==> src/hdl/ipd_pkg.sv <==
package ipd_pkg;

  localparam int COUNT_BITS = 24;
  localparam int LEN_W      = 24;
  localparam int LIMIT_W    = 24;
  localparam int CMP_W      = (COUNT_BITS > LIMIT_W) ? COUNT_BITS : LIMIT_W;

  localparam int WIN_LEN    = 19;
  localparam int CHAIN_LEN  = WIN_LEN - 1;
  localparam int END_LEN    = 10;
  localparam int HDR_LEN    = 9;
  localparam int END_OFS    = WIN_LEN - END_LEN + 1;

  localparam int PADDR_W    = 3;
  localparam int PDATA_W    = 32;

  localparam logic [PADDR_W-3:0] REG_PAYLOAD_LIMIT = '0;
  localparam logic [LIMIT_W-1:0] LIMIT_RESET       = '1;

  localparam logic [7:0] END_PAT [END_LEN] = '{
    8'h0d, 8'h0a, 8'h43, 8'h4c, 8'h4f, 8'h53, 8'h45, 8'h44, 8'h0d, 8'h0a
  };
  localparam logic [7:0] HDR_PAT [HDR_LEN] = '{
    8'h0d, 8'h0a, 8'h0d, 8'h0a, 8'h2b, 8'h49, 8'h50, 8'h44, 8'h2c
  };
  localparam logic [7:0] COLON_CHR = 8'h3a;

  typedef struct packed {
    logic [7:0] data_byte;
    logic       last_byte;
  } in_item_t;

  typedef struct packed {
    logic             result_kind;
    logic [7:0]       payload_byte;
    logic [1:0]       status_code;
    logic [LEN_W-1:0] payload_length;
    logic             last_result;
  } out_item_t;

  typedef struct packed {
    logic [END_LEN-1:0] end_hit;
    logic [HDR_LEN-1:0] hdr_hit;
    logic               colon;
  } chr_flags_t;

  typedef struct packed {
    logic shift;
    logic kill;
  } cell_ctl_t;

  function automatic chr_flags_t classify(input logic [7:0] dat, input logic vld);
    chr_flags_t f;
    for (int i = 0; i < END_LEN; i++) begin
      f.end_hit[i] = vld && (dat == END_PAT[i]);
    end
    for (int i = 0; i < HDR_LEN; i++) begin
      f.hdr_hit[i] = vld && (dat == HDR_PAT[i]);
    end
    f.colon = vld && (dat == COLON_CHR);
    return f;
  endfunction

endpackage

==> src/hdl/ipd_header_strip_deframer.sv <==
// Payload extractor for a received byte stream. Bytes enter one per cycle
// through an 18-cell shift chain that, with the incoming byte, forms a
// 19-byte lookahead window; the oldest byte is decided as the window fills,
// so streaming runs at one byte per clock, with one result at most per byte,
// while the result buffer has room. After the byte flagged last, the block
// checks for the end delimiter, then, unless the chain was cleared, shifts
// it out while the result buffer has room (each shift giving at most one
// payload byte), sees the chain empty and issues the status result once the
// buffer has room; no new byte is taken before that. A two-entry result
// buffer lets input continue while one result waits. If the status reports
// a missing end, the payload bytes already delivered for that buffer must
// be discarded. payload_limit (reg 0) may be written only while the block
// is idle.
module ipd_header_strip_deframer (
  input  logic                           clk,
  input  logic                           rst_n,
  input  logic                           in_valid,
  output logic                           in_ready,
  input  ipd_pkg::in_item_t              in_data,
  output logic                           out_valid,
  input  logic                           out_ready,
  output ipd_pkg::out_item_t             out_data,
  input  logic                           psel,
  input  logic                           penable,
  input  logic                           pwrite,
  input  logic [ipd_pkg::PADDR_W-1:0]    paddr,
  input  logic [ipd_pkg::PDATA_W-1:0]    pwdata,
  output logic [ipd_pkg::PDATA_W-1:0]    prdata,
  output logic                           pready
);
  import ipd_pkg::*;

  localparam logic [1:0] S_RUN    = 2'd0;
  localparam logic [1:0] S_CHECK  = 2'd1;
  localparam logic [1:0] S_FLUSH  = 2'd2;
  localparam logic [1:0] S_STATUS = 2'd3;

  localparam logic [1:0] MODE_COPY   = 2'd0;
  localparam logic [1:0] MODE_SKIP   = 2'd1;
  localparam logic [1:0] MODE_SEARCH = 2'd2;
  localparam logic [1:0] MODE_DONE   = 2'd3;

  localparam logic [1:0] STS_OK       = 2'd0;
  localparam logic [1:0] STS_NO_END   = 2'd1;
  localparam logic [1:0] STS_OVERFLOW = 2'd2;

  localparam logic KIND_DATA   = 1'b0;
  localparam logic KIND_STATUS = 1'b1;

  logic [LIMIT_W-1:0]    limit_r;
  logic [1:0]            state_r, state_nxt;
  logic [1:0]            mode_r, mode_nxt;
  logic [COUNT_BITS-1:0] emitted_count_r, emitted_count_nxt;
  logic                  end_found_r, end_found_nxt;
  logic                  overrun_r, overrun_nxt;

  wire  [7:0]            w_data  [WIN_LEN];
  wire  [WIN_LEN-1:0]    w_valid;
  wire  chr_flags_t      w_flags [WIN_LEN];
  logic [CHAIN_LEN-1:0]  chain_valid;
  cell_ctl_t             cell_ctl [CHAIN_LEN];

  logic                  tail_valid;
  logic                  in_accept;
  logic [END_OFS-1:0]    end_at;
  logic                  hdr_at0;
  logic                  hdr_blocked;
  logic                  limit_hit;
  logic                  shift_en;
  logic                  decide;
  logic                  kill_all;
  logic                  kill_head;
  logic                  push;
  out_item_t             push_item;
  logic                  res_full;
  logic                  cfg_write;

  // configuration
  assign pready    = 1'b1;
  assign cfg_write = psel && penable && pwrite && pready &&
                     (paddr[PADDR_W-1:2] == REG_PAYLOAD_LIMIT);
  assign prdata    = (paddr[PADDR_W-1:2] == REG_PAYLOAD_LIMIT) ?
                     PDATA_W'(limit_r) : '0;

  always_ff @(posedge clk) begin
    if (!rst_n) begin
      limit_r <= LIMIT_RESET;
    end else if (cfg_write) begin
      limit_r <= pwdata[LIMIT_W-1:0];
    end
  end

  // window: chain cells plus the incoming byte at the tail
  assign in_ready   = (state_r == S_RUN) && !res_full;
  assign in_accept  = in_valid && in_ready;
  assign tail_valid = (state_r == S_RUN) && in_valid && (mode_r != MODE_DONE);

  assign w_data[CHAIN_LEN]  = in_data.data_byte;
  assign w_valid[CHAIN_LEN] = tail_valid;
  assign w_flags[CHAIN_LEN] = classify(in_data.data_byte, tail_valid);
  assign chain_valid        = w_valid[CHAIN_LEN-1:0];

  for (genvar k = 0; k < CHAIN_LEN; k++) begin : g_chain
    ipd_cell u_cell (
      .clk        (clk),
      .rst_n      (rst_n),
      .ctl        (cell_ctl[k]),
      .nxt_data   (w_data[k+1]),
      .nxt_valid  (w_valid[k+1]),
      .cell_data  (w_data[k]),
      .cell_valid (w_valid[k]),
      .flags      (w_flags[k])
    );
  end

  always_comb begin
    for (int k = 0; k < CHAIN_LEN; k++) begin
      cell_ctl[k].shift = shift_en;
      cell_ctl[k].kill  = kill_all || (kill_head && (k < HDR_LEN - 1));
    end
  end

  // pattern detection over the window
  always_comb begin
    for (int k = 0; k < END_OFS; k++) begin
      end_at[k] = 1'b1;
      for (int i = 0; i < END_LEN; i++) begin
        end_at[k] = end_at[k] && w_flags[k+i].end_hit[i];
      end
    end
    hdr_at0 = w_valid[HDR_LEN];
    for (int i = 0; i < HDR_LEN; i++) begin
      hdr_at0 = hdr_at0 && w_flags[i].hdr_hit[i];
    end
  end

  assign hdr_blocked = |end_at[HDR_LEN:1];
  assign limit_hit   = (CMP_W'(emitted_count_r) >= CMP_W'(limit_r)) || (&emitted_count_r);

  // control
  always_comb begin
    state_nxt         = state_r;
    mode_nxt          = mode_r;
    emitted_count_nxt = emitted_count_r;
    end_found_nxt     = end_found_r;
    overrun_nxt       = overrun_r;
    shift_en          = 1'b0;
    decide            = 1'b0;
    kill_all          = 1'b0;
    kill_head         = 1'b0;
    push              = 1'b0;
    push_item         = '0;

    case (state_r)
      S_RUN: begin
        shift_en = in_accept;
        decide   = in_accept && chain_valid[0];
        if (in_accept && in_data.last_byte) begin
          state_nxt = S_CHECK;
        end
      end
      S_CHECK: begin
        if (!end_found_r && !(|end_at)) begin
          kill_all = 1'b1;
        end
        state_nxt = S_FLUSH;
      end
      S_FLUSH: begin
        if (!(|chain_valid)) begin
          state_nxt = S_STATUS;
        end else if (!res_full) begin
          shift_en = 1'b1;
          decide   = chain_valid[0];
        end
      end
      S_STATUS: begin
        if (!res_full) begin
          push                     = 1'b1;
          push_item.result_kind    = KIND_STATUS;
          push_item.status_code    = !end_found_r ? STS_NO_END :
                                     (overrun_r ? STS_OVERFLOW : STS_OK);
          push_item.payload_length = LEN_W'(emitted_count_r);
          push_item.last_result    = 1'b1;
          mode_nxt                 = MODE_COPY;
          emitted_count_nxt        = '0;
          end_found_nxt            = 1'b0;
          overrun_nxt              = 1'b0;
          state_nxt                = S_RUN;
        end
      end
      default: begin
        state_nxt = S_RUN;
      end
    endcase

    if (decide) begin
      if (mode_r == MODE_DONE) begin
        kill_all = 1'b1;
      end else if (end_at[0]) begin
        end_found_nxt = 1'b1;
        mode_nxt      = MODE_DONE;
        kill_all      = 1'b1;
      end else if (mode_r == MODE_SKIP) begin
        if (w_flags[0].colon) begin
          mode_nxt = MODE_COPY;
        end
      end else if (mode_r == MODE_SEARCH) begin
        mode_nxt = MODE_SEARCH;
      end else if (limit_hit) begin
        overrun_nxt = 1'b1;
        mode_nxt    = MODE_SEARCH;
      end else if (hdr_at0 && !hdr_blocked) begin
        mode_nxt  = MODE_SKIP;
        kill_head = 1'b1;
      end else begin
        push                   = 1'b1;
        push_item.result_kind  = KIND_DATA;
        push_item.payload_byte = w_data[0];
        emitted_count_nxt      = emitted_count_r + COUNT_BITS'(1);
      end
    end
  end

  always_ff @(posedge clk) begin
    if (!rst_n) begin
      state_r         <= S_RUN;
      mode_r          <= MODE_COPY;
      emitted_count_r <= '0;
      end_found_r     <= 1'b0;
      overrun_r       <= 1'b0;
    end else begin
      state_r         <= state_nxt;
      mode_r          <= mode_nxt;
      emitted_count_r <= emitted_count_nxt;
      end_found_r     <= end_found_nxt;
      overrun_r       <= overrun_nxt;
    end
  end

  ipd_res_fifo u_res_fifo (
    .clk       (clk),
    .rst_n     (rst_n),
    .push      (push),
    .push_item (push_item),
    .full      (res_full),
    .out_valid (out_valid),
    .out_ready (out_ready),
    .out_data  (out_data)
  );

`ifndef ASSERT_OFF
  // while streaming, held bytes always sit against the tail of the chain
  a_tail_aligned: assert property (@(posedge clk) disable iff (!rst_n)
    (state_r == S_RUN) |->
      ((chain_valid[CHAIN_LEN-2:0] & ~chain_valid[CHAIN_LEN-1:1]) == '0))
    else $error("chain valid bits not tail aligned");

  a_done_empty: assert property (@(posedge clk) disable iff (!rst_n)
    (mode_r == MODE_DONE) |-> (chain_valid == '0))
    else $error("bytes held after end delimiter");

  a_push_room: assert property (@(posedge clk) disable iff (!rst_n)
    push |-> !res_full)
    else $error("result pushed into full buffer");

  a_status_drained: assert property (@(posedge clk) disable iff (!rst_n)
    (state_r == S_STATUS) |-> (chain_valid == '0))
    else $error("status issued with bytes left in chain");
`endif

endmodule

==> src/hdl/ipd_cell.sv <==
module ipd_cell (
  input  logic               clk,
  input  logic               rst_n,
  input  ipd_pkg::cell_ctl_t ctl,
  input  logic [7:0]         nxt_data,
  input  logic               nxt_valid,
  output logic [7:0]         cell_data,
  output logic               cell_valid,
  output ipd_pkg::chr_flags_t flags
);
  import ipd_pkg::*;

  logic [7:0] data_r;
  logic       valid_r;
  logic       valid_nxt;

  always_comb begin
    valid_nxt = valid_r;
    if (ctl.kill) begin
      valid_nxt = 1'b0;
    end else if (ctl.shift) begin
      valid_nxt = nxt_valid;
    end
  end

  always_ff @(posedge clk) begin
    if (!rst_n) begin
      valid_r <= 1'b0;
    end else begin
      valid_r <= valid_nxt;
    end
  end

  always_ff @(posedge clk) begin
    if (ctl.shift) begin
      data_r <= nxt_data;
    end
  end

  assign cell_data  = data_r;
  assign cell_valid = valid_r;
  assign flags      = classify(data_r, valid_r);

endmodule

==> src/hdl/ipd_res_fifo.sv <==
module ipd_res_fifo (
  input  logic                clk,
  input  logic                rst_n,
  input  logic                push,
  input  ipd_pkg::out_item_t  push_item,
  output logic                full,
  output logic                out_valid,
  input  logic                out_ready,
  output ipd_pkg::out_item_t  out_data
);
  import ipd_pkg::*;

  out_item_t  entry0_r, entry0_nxt;
  out_item_t  entry1_r, entry1_nxt;
  logic [1:0] count_r, count_nxt;
  logic [1:0] level;
  logic       pop;

  assign pop = out_valid && out_ready;

  always_comb begin
    entry0_nxt = entry0_r;
    entry1_nxt = entry1_r;
    level      = count_r;
    if (pop) begin
      entry0_nxt = entry1_r;
      level      = count_r - 2'd1;
    end
    count_nxt = level;
    if (push) begin
      if (level == 2'd0) begin
        entry0_nxt = push_item;
      end else begin
        entry1_nxt = push_item;
      end
      count_nxt = level + 2'd1;
    end
  end

  always_ff @(posedge clk) begin
    if (!rst_n) begin
      count_r <= 2'd0;
    end else begin
      count_r <= count_nxt;
    end
  end

  always_ff @(posedge clk) begin
    entry0_r <= entry0_nxt;
    entry1_r <= entry1_nxt;
  end

  assign full      = (count_r == 2'd2);
  assign out_valid = (count_r != 2'd0);
  assign out_data  = entry0_r;

endmodule
==> config.mk <==
export PLATFORM = sky130hd
export DESIGN_NAME = ipd_header_strip_deframer
export DESIGN_NICKNAME = d
export VERILOG_FILES = /design/src/hdl/ipd_pkg.sv /design/src/hdl/ipd_header_strip_deframer.sv /design/src/hdl/ipd_cell.sv /design/src/hdl/ipd_res_fifo.sv
export SDC_FILE = /design/constraint.sdc
export NUM_CORES = 1
export LEC_CHECK = 0
export CAP_MARGIN = 0
export CORE_MARGIN = 8
export CORE_UTILIZATION = 60
export DETAILED_ROUTE_END_ITERATION = 10
export DONT_BUFFER_PORTS = 1
export GPL_TIMING_DRIVEN = 0
export PLACE_DENSITY = 0.83
export SLEW_MARGIN = 20
export SYNTH_ARGS = -nofsm -noshare
export SYNTH_HDL_FRONTEND = slang
export SYNTH_HIERARCHICAL = 1
export SYNTH_SLANG_ARGS = --single-unit
==> constraint.sdc <==
create_clock -name clk -period 21.4 [get_ports clk]
set_clock_uncertainty 0.2 [all_clocks]
set_input_delay 1.07 -clock clk [delete_from_list [all_inputs] [get_ports clk]]
set_output_delay 1.07 -clock clk [all_outputs]
set_load 0.01 [all_outputs]
==> impl_metrics.ini <==
[setup_path]
r2r-start = g_chain[9].u_cell/cell_data[1]
arrival_ps = 4770
worstSetupStartpointType = flip-flop
worstSetupPathType = flip-flop to flip-flop
worstPathCellList = buf_2 > or3b_2 > nor4_1 > buf_4 > nand4_1 > nor4_1 > a211oi_1 > and4_1 > nor3_4 > nand2b_1 > inv_1 > nor2_4 > buf_16
path_buf_inv = 4
worstPathMaxFanout = 19
setup.reg_to_reg.worst_slack_ps = 16690
worst_r2r_path_depth = 13
wp_data_required_ps = 21460
crit-reg2reg-capture = u_res_fifo/entry1_r[10]
crit_path_max_incr_delay_ps = 520
worst_path_top_cell_family_by_delay = simple AND/OR/NAND/NOR gates
cell_mode_on_critical_path = sky130_fd_sc_hd__nor4_1
cpMaxStageDelayCell = sky130_fd_sc_hd__nor4_1
endpoint_kind = flip-flop

[global_route]
largest_net_degree_at_the_start_of_global_routing = 28
grt_pass1_vias = 10200
grt_overflow_total = 0
grt_pass1_wl_um = 52400
initial_antenna_violation_count = 1
groute.usage.overall_pct = 22.2

[clocking]
clk_pin_slew_ps = 60
cts_hold_repair_buffers = 0
cts-resized-gates = 0
clockBufferDepth = 3
clk_root_buffer_cell = sky130_fd_sc_hd__clkbuf_16
numClockSinks = 290
tritoncts_clock_tree = yes
post_cts.repair.setup_buffers = 0
cts_buffers = 30
h-tree-depth = 1
clk-insertion-delay-late_ps = 560

[final_layout]
layout_cell_area_excl_fill_um2 = 16000
area_delta_synth_final_pct = 11.9
final_layout_size_suffix_gt1_share_pct = 15.6
filler_cell_count = 1682
most-common-layout-cells = sky130_fd_sc_hd__edfxtp_1, sky130_fd_sc_hd__dfxtp_1, sky130_fd_sc_hd__nand2_1
layout_commonest_cell = sky130_fd_sc_hd__edfxtp_1
multi_input_area_um2 = 5830
num-nets-final = 1408
register_area_um2 = 7610

[detailed_routing]
drc_violation_total_after_the_first_tritonroute_iteration = 976
dr.pass1.iters = 6
wl_per_cell_um = 19.8
remaining_drc_errors = 0
antenna_viol_nets_final = 0
dr_total_vias = 10400
routed_via_density = 6.21
routed_wirelength_um = 33000

[sta]
final.setup.tns_ps = 0
min_period_over_period_pct = 22.0
final_period_minus_worst_setup_slack_ps = 4710
relSlewSlack_pct = 30.7
timing_hold_violations_final = 0
setup_viol = 0
grt_setup_unrepaired = false
timing.fmax_mhz = 212
count_of_pins_over_their_slew_limit = 0
worst-slew-pin-transition_ps = 1030

[synthesis]
netlist_area_um2 = 14300
per_instance_average_area_after_synthesis_um2 = 11.2
ys.warnings.count = 6
synthCells = 1278

[floorplanning]
std_cell_rows = 56
die_w_um = 170
ios = 122
dieArea_um2 = 29000
core_region_area_um2 = 23500
initial_utilization_pct = 61.0
die_y_um = 170

[min_path]
hold_path.startpoint = g_chain[16].u_cell/cell_data[1]
min_delay_worst_endpoint = g_chain[15].u_cell/cell_data[1]
hold_class = flip-flop to flip-flop
whs_path_depth = 0

[power_and_ir_drop]
p_leak_nw = 5.79
max-vdd-ir-drop_v = 0.0000985
power_density_nw_per_um2 = 117

[job]
drv_cap = 0

[status]
result_of_the_run = finished clean

[placed_design]
port_buffers = 0
finalWeightedCongestion = 0.925
post-dp-hpwl_um = 24000
place_area_um2 = 15000
-- where the power goes --
group | switching (mW) | total, mW | internal (mW)
logic | 0.214 | 0.403 | 0.189
clock network | 0.215 | 0.535 | 0.320
registers | 0.148 | 0.943 | 0.795
total | 0.577 | 1.88 | 1.30
-- area by class of cell --
| cell class | instances | share of cell area, % |
|---|---|---|
| Sequential cell | 290 | 47.5 |
| Clock inverter | 13 | 0.789 |
| Inverter | 37 | 0.867 |
| Tap cell | 319 | 2.49 |
| Multi-Input combinational cell | 829 | 36.4 |
| Clock buffer | 43 | 5.70 |
| Antenna cell | 1 | 0.0156 |
| Buffer | 129 | 4.85 |
| Timing Repair Buffer | 8 | 1.38 |
-- sequential cells by signal, indices dropped and copies added (netlist names) --
| register | cells |
|---|---|
| g_chain.u_cell/cell_data | 144 |
| limit_r | 24 |
| u_res_fifo/entry1_r | 36 |
| state_r | 2 |
| overrun_r | 1 |
| g_chain.u_cell/cell_valid | 18 |
| u_res_fifo/out_data | 36 |
| emitted_count_r | 24 |
| mode_r | 2 |
| end_found_r | 1 |
| u_res_fifo/count_r | 2 |
-- layer usage --
metal / vias up / global-route usage, % / part of all wire (%)
li1: 4878 / - / -
met1: 4962 / 27.4 / 40
met2: 417 / 37.6 / 48
met3: 104 / 4.33 / 7.8
met4: 0 / 9.46 / 3.7
met5: - / 0 / 0
-- through the flow --
| step | cells | hold WS, ps | power, mW | utilization (%) | worst slack (ps) |
|---|---|---|---|---|---|
| after floorplan | 1285 | 221 | 1.24 | - | 10970 |
| after global placement | 1604 | 230 | 1.35 | 62.8 | 8230 |
| after detailed placement | 1612 | 231 | 1.35 | 63.8 | 16660 |
| after CTS | 1668 | 245 | 1.89 | 68.2 | 16670 |
| after global routing | 1669 | 256 | 1.96 | 68.2 | 16510 |
| final | 1669 | 243 | 1.88 | 68.2 | 16690 |
-- worst reg2reg max path: stages (launching register included) --
cell,delay (ps)
sky130_fd_sc_hd__edfxtp_1,380
sky130_fd_sc_hd__buf_2,170
sky130_fd_sc_hd__or3b_2,440
sky130_fd_sc_hd__nor4_1,400
sky130_fd_sc_hd__buf_4,200
sky130_fd_sc_hd__nand4_1,100
sky130_fd_sc_hd__nor4_1,520
sky130_fd_sc_hd__a211oi_1,170
sky130_fd_sc_hd__and4_1,310
sky130_fd_sc_hd__nor3_4,450
sky130_fd_sc_hd__nand2b_1,210
sky130_fd_sc_hd__inv_1,120
sky130_fd_sc_hd__nor2_4,520
sky130_fd_sc_hd__buf_16,230
-- worst max-delay path by stage --
| stage | cells past startpoint | endpoint | slack, ps | startpoint |
|---|---|---|---|---|
| 4_1_cts | 13 | u_res_fifo/entry1_r[5] | 16670 | g_chain[9].u_cell/cell_data[1] |
| 3_5_place_dp | 13 | u_res_fifo/entry1_r[6] | 16660 | g_chain[9].u_cell/cell_data[1] |
| 6_report | 13 | u_res_fifo/entry1_r[10] | 16690 | g_chain[9].u_cell/cell_data[1] |
| 5_1_grt | 12 | u_res_fifo/entry1_r[14] | 16510 | g_chain[10].u_cell/cell_data[4] |
| 3_3_place_gp | 4 | g_chain[17].u_cell/cell_valid | 8230 | in_valid |
| 2_1_floorplan | 4 | g_chain[0].u_cell/cell_valid | 10970 | in_valid |
No activity file was read; power rests on OpenSTA's default activity.
